`src/hdl/rv32im_subset_executor_unit_macros.svh`:
```
// Assertion macros used by the executor unit top level.
`ifndef RV32IM_SUBSET_EXECUTOR_UNIT_MACROS_SVH
`define RV32IM_SUBSET_EXECUTOR_UNIT_MACROS_SVH
`ifndef SYNTHESIS
// Same-cycle implication, checked on the rising edge of clk outside reset.
`define RVX_ASSERT_IMPL(lbl, ante, cons) \
    lbl: assert property (@(posedge clk) disable iff (!rst_n) (ante) |-> (cons)) \
        else $error("rvx assertion failed");
// Next-cycle implication, checked on the rising edge of clk outside reset.
`define RVX_ASSERT_NEXT(lbl, ante, cons) \
    lbl: assert property (@(posedge clk) disable iff (!rst_n) (ante) |=> (cons)) \
        else $error("rvx assertion failed");
`else
`define RVX_ASSERT_IMPL(lbl, ante, cons)
`define RVX_ASSERT_NEXT(lbl, ante, cons)
`endif
`endif

```
`src/hdl/rvx_pkg.sv`:
```
// Shared types, constants and the instruction classifier of the executor unit.
package rvx_pkg;

    // Data memory size in bytes and its address width.
    localparam int MEM_BYTES = 65536;
    localparam int MEM_AW    = $clog2(MEM_BYTES);

    // Major opcodes.
    localparam logic [6:0] OP_REG    = 7'h33;
    localparam logic [6:0] OP_IMM    = 7'h13;
    localparam logic [6:0] OP_SYSTEM = 7'h73;
    localparam logic [6:0] OP_BRANCH = 7'h63;
    localparam logic [6:0] OP_JAL    = 7'h6F;
    localparam logic [6:0] OP_STORE  = 7'h23;
    localparam logic [6:0] OP_LOAD   = 7'h03;
    localparam logic [6:0] OP_LUI    = 7'h37;

    // Function codes.
    localparam logic [6:0] F7_BASE = 7'h00;
    localparam logic [6:0] F7_MULD = 7'h01;
    localparam logic [6:0] F7_ALT  = 7'h20;

    localparam logic [2:0] F3_ADD  = 3'd0;
    localparam logic [2:0] F3_SLL  = 3'd1;
    localparam logic [2:0] F3_SLT  = 3'd2;
    localparam logic [2:0] F3_BAD  = 3'd3;
    localparam logic [2:0] F3_XOR  = 3'd4;
    localparam logic [2:0] F3_SR   = 3'd5;
    localparam logic [2:0] F3_OR   = 3'd6;
    localparam logic [2:0] F3_AND  = 3'd7;
    localparam logic [2:0] F3_MUL  = 3'd0;
    localparam logic [2:0] F3_MULH = 3'd1;
    localparam logic [2:0] F3_DIV  = 3'd4;
    localparam logic [2:0] F3_REM  = 3'd6;
    localparam logic [2:0] F3_B    = 3'd0;
    localparam logic [2:0] F3_H    = 3'd1;
    localparam logic [2:0] F3_W    = 3'd2;
    localparam logic [2:0] F3_BEQ  = 3'd0;
    localparam logic [2:0] F3_BNE  = 3'd1;

    localparam logic [31:0] ECALL_WORD = 32'h0000_0073;

    // Ecall service numbers in a0.
    localparam logic [31:0] SVC_PRINT_INT  = 32'd1;
    localparam logic [31:0] SVC_PRINT_CHAR = 32'd11;
    localparam logic [31:0] SVC_PRINT_STR  = 32'd4;
    localparam logic [31:0] SVC_EXIT       = 32'd10;

    // Register numbers used by ecall.
    localparam logic [4:0] REG_A0 = 5'd10;
    localparam logic [4:0] REG_A1 = 5'd11;

    // Result status codes.
    localparam logic [3:0] ST_DONE      = 4'd0;
    localparam logic [3:0] ST_ILLEGAL   = 4'd1;
    localparam logic [3:0] ST_EXIT      = 4'd2;
    localparam logic [3:0] ST_PRINT_INT = 4'd3;
    localparam logic [3:0] ST_PRINT_CHR = 4'd4;
    localparam logic [3:0] ST_PRINT_STR = 4'd5;
    localparam logic [3:0] ST_BAD_ECALL = 4'd6;
    localparam logic [3:0] ST_BAD_ADDR  = 4'd7;
    localparam logic [3:0] ST_HALTED    = 4'd8;

    // Instruction classes as seen by the controller.
    typedef enum logic [3:0] {
        CLS_ALU,
        CLS_MUL,
        CLS_MULH,
        CLS_DIV,
        CLS_LOAD,
        CLS_STORE,
        CLS_BRANCH,
        CLS_JAL,
        CLS_LUI,
        CLS_ECALL,
        CLS_ILLEGAL
    } cls_t;

    // Controller states.
    typedef enum logic [3:0] {
        S_CLEAR,
        S_IDLE,
        S_RDA,
        S_RDB,
        S_CAPB,
        S_MUL,
        S_DIVI,
        S_DIV,
        S_MRD,
        S_MCAP,
        S_MWR,
        S_FIN
    } state_t;

    // Commands from the controller to the datapath.
    typedef struct packed {
        logic load_instr;
        logic rd_sel_b;
        logic cap_a;
        logic cap_b;
        logic mul_go;
        logic div_init;
        logic div_step;
        logic mem_cap;
        logic mem_wr;
        logic byte_inc;
        logic clear_wr;
        logic finish;
    } cmd_t;

    // Status from the datapath to the controller.
    typedef struct packed {
        cls_t cls;
        logic halted;
        logic range_ok;
        logic byte_last;
        logic div_last;
        logic clear_last;
        logic out_free;
    } stat_t;

    // Sort one instruction word into its class; anything outside the subset is illegal.
    function automatic cls_t classify(input logic [31:0] ins);
        logic [6:0] op;
        logic [2:0] f3;
        logic [6:0] f7;
        cls_t       c;
        op = ins[6:0];
        f3 = ins[14:12];
        f7 = ins[31:25];
        c  = CLS_ILLEGAL;
        case (op)
            OP_REG:
            begin
                if (f7 == F7_BASE)
                begin
                    c = (f3 == F3_BAD) ? CLS_ILLEGAL : CLS_ALU;
                end
                else if (f7 == F7_MULD)
                begin
                    case (f3)
                        F3_MUL:  c = CLS_MUL;
                        F3_MULH: c = CLS_MULH;
                        F3_DIV:  c = CLS_DIV;
                        F3_REM:  c = CLS_DIV;
                        default: c = CLS_ILLEGAL;
                    endcase
                end
                else if (f7 == F7_ALT && (f3 == F3_ADD || f3 == F3_SR))
                begin
                    c = CLS_ALU;
                end
            end
            OP_IMM:
            begin
                case (f3)
                    F3_SLL:  c = (f7 == F7_BASE) ? CLS_ALU : CLS_ILLEGAL;
                    F3_SR:   c = (f7 inside {F7_BASE, F7_ALT}) ? CLS_ALU : CLS_ILLEGAL;
                    F3_BAD:  c = CLS_ILLEGAL;
                    default: c = CLS_ALU;
                endcase
            end
            OP_LOAD:   c = (f3 inside {F3_B, F3_H, F3_W}) ? CLS_LOAD : CLS_ILLEGAL;
            OP_STORE:  c = (f3 inside {F3_B, F3_H, F3_W}) ? CLS_STORE : CLS_ILLEGAL;
            OP_BRANCH: c = (f3 inside {F3_BEQ, F3_BNE}) ? CLS_BRANCH : CLS_ILLEGAL;
            OP_JAL:    c = CLS_JAL;
            OP_LUI:    c = CLS_LUI;
            OP_SYSTEM: c = (ins == ECALL_WORD) ? CLS_ECALL : CLS_ILLEGAL;
            default:   c = CLS_ILLEGAL;
        endcase
        return c;
    endfunction

endpackage

```
`src/hdl/rvx_ctrl.sv`:
```
// Controller state machine that sequences each instruction through the datapath.
module rvx_ctrl
    import rvx_pkg::*;
(
    input  logic  clk,
    input  logic  rst_n,
    input  logic  in_valid,
    output logic  in_stall,
    input  stat_t st,
    output cmd_t  cmd
);

    state_t state_reg;
    state_t state_next;

    // State register; reset starts the memory clearing sweep.
    always_ff @(posedge clk or negedge rst_n)
    begin
        if (!rst_n)
        begin
            state_reg <= S_CLEAR;
        end
        else
        begin
            state_reg <= state_next;
        end
    end

    // Next state and commands.
    always_comb
    begin
        state_next = state_reg;
        cmd        = '0;
        in_stall   = 1'b1;
        case (state_reg)
            S_CLEAR:
            begin
                cmd.clear_wr = 1'b1;
                if (st.clear_last)
                begin
                    state_next = S_IDLE;
                end
            end
            S_IDLE:
            begin
                in_stall = 1'b0;
                if (in_valid)
                begin
                    cmd.load_instr = 1'b1;
                    state_next     = st.halted ? S_FIN : S_RDA;
                end
            end
            S_RDA:
            begin
                state_next = S_RDB;
            end
            S_RDB:
            begin
                cmd.rd_sel_b = 1'b1;
                cmd.cap_a    = 1'b1;
                state_next   = S_CAPB;
            end
            S_CAPB:
            begin
                cmd.cap_b = 1'b1;
                case (st.cls)
                    CLS_MUL, CLS_MULH: state_next = S_MUL;
                    CLS_DIV:           state_next = S_DIVI;
                    CLS_LOAD:          state_next = st.range_ok ? S_MRD : S_FIN;
                    CLS_STORE:         state_next = st.range_ok ? S_MWR : S_FIN;
                    default:           state_next = S_FIN;
                endcase
            end
            S_MUL:
            begin
                cmd.mul_go = 1'b1;
                state_next = S_FIN;
            end
            S_DIVI:
            begin
                cmd.div_init = 1'b1;
                state_next   = S_DIV;
            end
            S_DIV:
            begin
                cmd.div_step = 1'b1;
                if (st.div_last)
                begin
                    state_next = S_FIN;
                end
            end
            S_MRD:
            begin
                state_next = S_MCAP;
            end
            S_MCAP:
            begin
                cmd.mem_cap = 1'b1;
                if (st.byte_last)
                begin
                    state_next = S_FIN;
                end
                else
                begin
                    cmd.byte_inc = 1'b1;
                    state_next   = S_MRD;
                end
            end
            S_MWR:
            begin
                cmd.mem_wr = 1'b1;
                if (st.byte_last)
                begin
                    state_next = S_FIN;
                end
                else
                begin
                    cmd.byte_inc = 1'b1;
                end
            end
            S_FIN:
            begin
                if (st.out_free)
                begin
                    cmd.finish = 1'b1;
                    state_next = S_IDLE;
                end
            end
            default:
            begin
                state_next = S_IDLE;
            end
        endcase
    end

endmodule

```
`config.mk`:
```
export PLATFORM = sky130hd
export DESIGN_NAME = rvx_ctrl
export DESIGN_NICKNAME = d
export VERILOG_FILES = /design/src/hdl/rv32im_subset_executor_unit_macros.svh /design/src/hdl/rvx_pkg.sv /design/src/hdl/rvx_ctrl.sv
export SDC_FILE = /design/constraint.sdc
export NUM_CORES = 1
export LEC_CHECK = 0
export ABC_AREA = 1
export BUFFER_PORTS_ARGS = -buffer_cell sky130_fd_sc_hd__buf_2
export CAP_MARGIN = 20
export CORE_AREA = 2 2 39 41
export DETAILED_ROUTE_END_ITERATION = 10
export DIE_AREA = 0 0 41 43
export PLACE_DENSITY = 0.72
export SYNTH_ARGS = -nofsm -noshare
export SYNTH_HDL_FRONTEND = slang
export SYNTH_SLANG_ARGS = --single-unit
```
`constraint.sdc`:
```
create_clock -name clk -period 1.7 [get_ports clk]
set_input_delay 0.255 -clock clk [delete_from_list [all_inputs] [get_ports clk]]
set_output_delay 0.255 -clock clk [all_outputs]
set_load 0.05 [all_outputs]
```
==> metrics.csv, run 1 <==
metric,value,unit
Final Hold Fails,0,
Initial Utilization,39.6,%
share of layout cells above drive strength 1,37.9,%
crit path launch type,flip-flop,
CP max stage delay,0.43,ns
Worst Path Max Fanout,6,
Longest Clk Path Bufs,2,
DIE AREA,1760,um2
DRT Wirelength,1.35,mm
Max-Cap Viols,0,
global-route wire length before repair,2.05,mm
Worst IR Drop VDD,0.000967,V
Filler cells,147,
kind of critical path,flip-flop to primary output,
worst hold slack,0.345,ns
Worst Path Required,1.44,ns
synth warn,0,
overall power,0.00137,W
die width,41,um
IO Port Bufs,25,
Post-Syn Area,548,um2
Mapped Nets,117,
Setup Viol. Count Final,0,
Mapped Cells,104,
outcome,finished clean,
CTS root buf,clkbuf_4,
Post-CTS Setup Bufs,0,
Register Area,101,um2
"Distinct cells, synth",16,
initial antenna violation count,0,
Final nets,147,
number of flip-flops in the largest register,4,
vias in the first global route,593,
CP Cell Sequence,"nand2_1, nor3_2, buf_2",
max-slew violation count,0,
Inserted Diodes,0,
HP Class,input port to flip-flop,
height of the die,43,um
Critical Path AT,1.38,ns
Buf/Inv on CP,1,
highest-delay cell along the critical path,dfrtp_1,
via count,684,
row count,14,
Util after Layout,55.0,%
area of the multi-input gates,395,um2
dpl hpwl,1.16,mm
CTS tree,yes,
Tightest Pin Transition,0.409,ns
DRT Pass-1 Iters,4,
"most common cell after layout, fill and taps aside",nand2_1,
fin crit share,96.2,%
Lkg Pwr,0.486,nW
largest net degree at the start of global routing,7,
unrepaired setup endpoints after global routing,no,
Clock Latency Late Sink,0.24,ns
Final Critical Period,1.64,ns
Via density,4.62,
GRT Util Overall,17.4,%
register area share after synthesis,18.3,%
Worst Setup End Kind,primary output,
H-tree levels,1,
Fmax,611,MHz
"FF+latch count, synth",4,
Congestion Overflow GR,0,
core outline area,1380,um2
CTS sink cnt,4,
Pwr Density,1800,nW/um2
clk_skew,0.00651,ns
Iter 0 DRT Violations,22,
Num CTS Buffers,3,
Remaining DRCs,0,
routability cong.,0.858,
post-route setup TNS,0,ns
antenna-violating nets left,0,
max_slew headroom,72.5,%
Mean Syn Cell Area,5.27,um2
P&R area growth vs syn,38.8,%
WL per Instance,9.11,um
top cell family by delay on the critical path,flip-flops,
most frequent cells in the layout,"nand2_1 (35), buf_2 (22), inv_1 (17), nor2_1 (17), nand2_2 (6)",
"Reg clk slew, reported paths",0.04,ns
IO Count,26,
## metrics by stage
stage / instance area [um2] / instances / setup WS [ns]
after floorplan: 563 / 104 / -0.143
after CTS: 736 / 148 / 0.0270
final: 761 / 148 / 0.0642
after global routing: 761 / 148 / 0.00209
after global placement: 701 / 144 / 0.279
after detailed placement: 701 / 144 / 0.251
## worst paths after layout
| kind | start | to | slack (ns) | depth (start not counted) |
|---|---|---|---|---|
| worst max-delay path | state_reg[1] | cmd[10] | 0.06 | 3 |
| min in group asynchronous | rst_n | state_reg[1] | 0.35 | 2 |
| worst min-delay path | st[2] | state_reg[2] | 0.34 | 4 |
| worst max register to register | state_reg[0] | state_reg[1] | 0.33 | 8 |
| max in group asynchronous | rst_n | state_reg[2] | 1.22 | 2 |
| worst min register to register | state_reg[0] | state_reg[0] | 0.59 | 2 |
## layout make-up
type | instances | share of cell area (%)
Clock buffer | 3 | 2.96
Inverter | 20 | 9.87
Tap cell | 16 | 2.63
Timing Repair Buffer | 26 | 19.2
Multi-Input combinational cell | 79 | 52.0
Sequential cell | 4 | 13.3
## synth_stat cells
cell / instances / share of area (%)
inv_1: 17 / 12
nor3_1: 2 / 1.8
o211ai_1: 1 / 1.4
nor3_4: 1 / 3.0
o21ai_0: 2 / 1.8
nand2_1: 35 / 24
nand3_1: 4 / 3.7
nand3b_1: 1 / 1.4
buf_4: 1 / 1.4
nor2_1: 21 / 14
nand2_2: 6 / 6.9
dfrtp_1: 4 / 18
nor2_2: 3 / 3.4
inv_2: 3 / 2.1
a21oi_1: 1 / 0.91
nor2_4: 2 / 4.1
## layer usage
layer  vias to the layer above  global-route usage [%]  routed length (um)
li1                        362                       -                   -
met3                         6                    1.57                  55
met1                       295                    19.0                 582
met2                        21                    28.1                 655
met4                         0                    14.0                  55
met5                         -                       0                   0
## cells by family after synthesis
kind of cell / after synthesis / share of synthesized area [%]
AND/OR/NAND/NOR: 75 / 62.6
buffers and inverters: 21 / 15.1
flip-flops: 4 / 18.3
AO/OA/AOI/OAI: 4 / 4.11
## repair_timing
item	in CTS	in global routing
hold buffers	1	0
setup endpoints to repair	1	4
pin swaps	0	0
endpoints found under the hold margin	4	0
gates cloned	0	0
gates resized for setup	1	9
## where the power goes
part           switching (W)  total (W)  internal [W]  leakage [nW]
logic               0.000749    0.00104      0.000291         0.424
registers          0.0000681   0.000212      0.000144        0.0486
clock network      0.0000406   0.000120     0.0000791        0.0138
## tightest hold or removal path, cell delays in order
cell,delay (ns)
buf_2,0.07
inv_1,0.03
nand2_2,0.07
nand3_1,0.09
Power figures use the tool's default switching activity.
==> run 2, diff against run 1 <==
--- a/config.mk
+++ b/config.mk
@@ -8,10 +8,8 @@
 export ABC_AREA = 1
 export BUFFER_PORTS_ARGS = -buffer_cell sky130_fd_sc_hd__buf_2
 export CAP_MARGIN = 20
-export CORE_AREA = 2 2 39 41
+export CORE_UTILIZATION = 30
 export DETAILED_ROUTE_END_ITERATION = 10
-export DIE_AREA = 0 0 41 43
-export PLACE_DENSITY = 0.72
 export SYNTH_ARGS = -nofsm -noshare
 export SYNTH_HDL_FRONTEND = slang
 export SYNTH_SLANG_ARGS = --single-unit
==> metrics.csv, run 2 (synthesis gave the netlist of run 1 again) <==
metric,value,unit
DRT Pass-1 Iters,4,
CTS root buf,clkbuf_4,
Worst Path Required,1.44,ns
largest net degree at the start of global routing,7,
reg2reg end,state_reg[0],
Num CTS Buffers,3,
H-tree levels,1,
Crit. Startpoint,state_reg[2],
CTS sink cnt,4,
vias in the first global route,583,
Initial Utilization,31.7,%
kind of critical path,flip-flop to primary output,
GRT Util Overall,15.8,%
Via density,4.44,
CTS tree,yes,
Finished Layout Cells,157,
P&R area growth vs syn,43.4,%
Clock Latency Late Sink,0.23,ns
post-route setup TNS,0,ns
Util after Layout,45.5,%
core outline area,1730,um2
Final Hold Fails,0,
via count,697,
Worst IR Drop VDD,0.000933,V
Final nets,147,
Pwr Density,1780,nW/um2
hold depth,4,
most frequent cells in the layout,"nand2_1 (34), buf_2 (19), inv_1 (17), nor2_1 (17)",
Critical Path AT,1.37,ns
row count,15,
IO Count,26,
Inserted Diodes,0,
"most common cell after layout, fill and taps aside",nand2_1,
overall power,0.00140,W
antenna-violating nets left,0,
share of layout cells above drive strength 1,40.2,%
Fmax,617,MHz
Final Critical Period,1.62,ns
height of the die,44.7,um
unrepaired setup endpoints after global routing,yes,
origin of the critical flop-to-flop path,state_reg[2],
DIE AREA,2000,um2
number of flip-flops in the largest register,4,
"most used cell, CP",nor2_2,
Worst Setup End Kind,primary output,
fin crit share,95.3,%
FF-to-FF path depth,9,
Setup Viol. Count Final,0,
Tightest Pin Transition,0.421,ns
max_slew headroom,71.7,%
global-route wire length before repair,2.30,mm
dpl cells,153,
outcome,finished clean,
CP max stage delay,0.44,ns
Remaining DRCs,0,
Max-Cap Viols,0,
Congestion Overflow GR,0,
Reg2Reg Setup Slack,0.31,ns
Worst Path Max Fanout,5,
DRT Wirelength,1.40,mm
IO Port Bufs,25,
initial antenna violation count,0,
clk_skew,0.000474,ns
hold path startpoint,st[2],
WL per Instance,8.94,um
"Reg clk slew, reported paths",0.04,ns
Longest Clk Path Bufs,2,
highest-delay cell along the critical path,dfrtp_2,
HP Class,input port to flip-flop,
Lkg Pwr,0.481,nW
crit path launch type,flip-flop,
CP Cell Sequence,"nor2_2, nand2_2, nor2_2, clkbuf_4",
max-slew violation count,0,
dpl hpwl,1.16,mm
die width,44.7,um
Iter 0 DRT Violations,8,
routability cong.,0.895,
hold endpoint,state_reg[2],
[run 2: worst max-delay path by stage]
stage	end	slack, ns	cells past startpoint
2_1_floorplan	cmd[2]	-0.14	5
3_3_place_gp	cmd[11]	0.26	4
3_5_place_dp	cmd[11]	0.23	4
4_1_cts	cmd[2]	0.004	6
5_1_grt	cmd[11]	-0.007	4
6_report	cmd[11]	0.08	4
[run 2: report_power, final]
group          switching [W]  internal (W)  leakage (nW)
logic               0.000750      0.000304         0.421
clock network      0.0000388     0.0000790        0.0138
registers          0.0000824      0.000148        0.0463
[run 2: critical path, delay by kind of cell (launching register included)]
| kind | cells | cell delay (ns) |
|---|---|---|
| and+or+nand+nor | 3 | 0.46 |
| DFF | 1 | 0.44 |
| buffers and inverters | 1 | 0.23 |
[run 2: timing repair]
action | in CTS | in global routing
endpoints found under the setup margin | 1 | 7
buffers inserted | 0 | 0
resized for setup | 1 | 16
hold endpoints to repair | 4 | 0
hold buffers | 1 | 0
[run 2: metal layers]
metal	global-route usage (%)	up-vias	share of wire (%)
met2	24.4	32	43
met1	20.7	298	47
li1	-	365	-
met4	1.82	0	1.5
met5	0	-	0
met3	7.60	2	7.8
[run 2: final cells by class]
cell class	instances	area [um2]
inverter	20	75.1
sequential	4	104
tap	25	31.3
clock buffer	3	22.5
multi-input combinational	79	399
fill	212	941
timing repair buffer	26	154
[run 2: metrics by stage]
step / instance area (um2) / setup WS (ns) / hold WS (ns)
floorplan: 563 / -0.143 / -0.0406
global placement: 712 / 0.261 / 0.0661
detailed placement: 712 / 0.232 / 0.0663
CTS: 747 / 0.00356 / 0.324
global route: 786 / -0.00737 / 0.341
finish: 786 / 0.0797 / 0.317
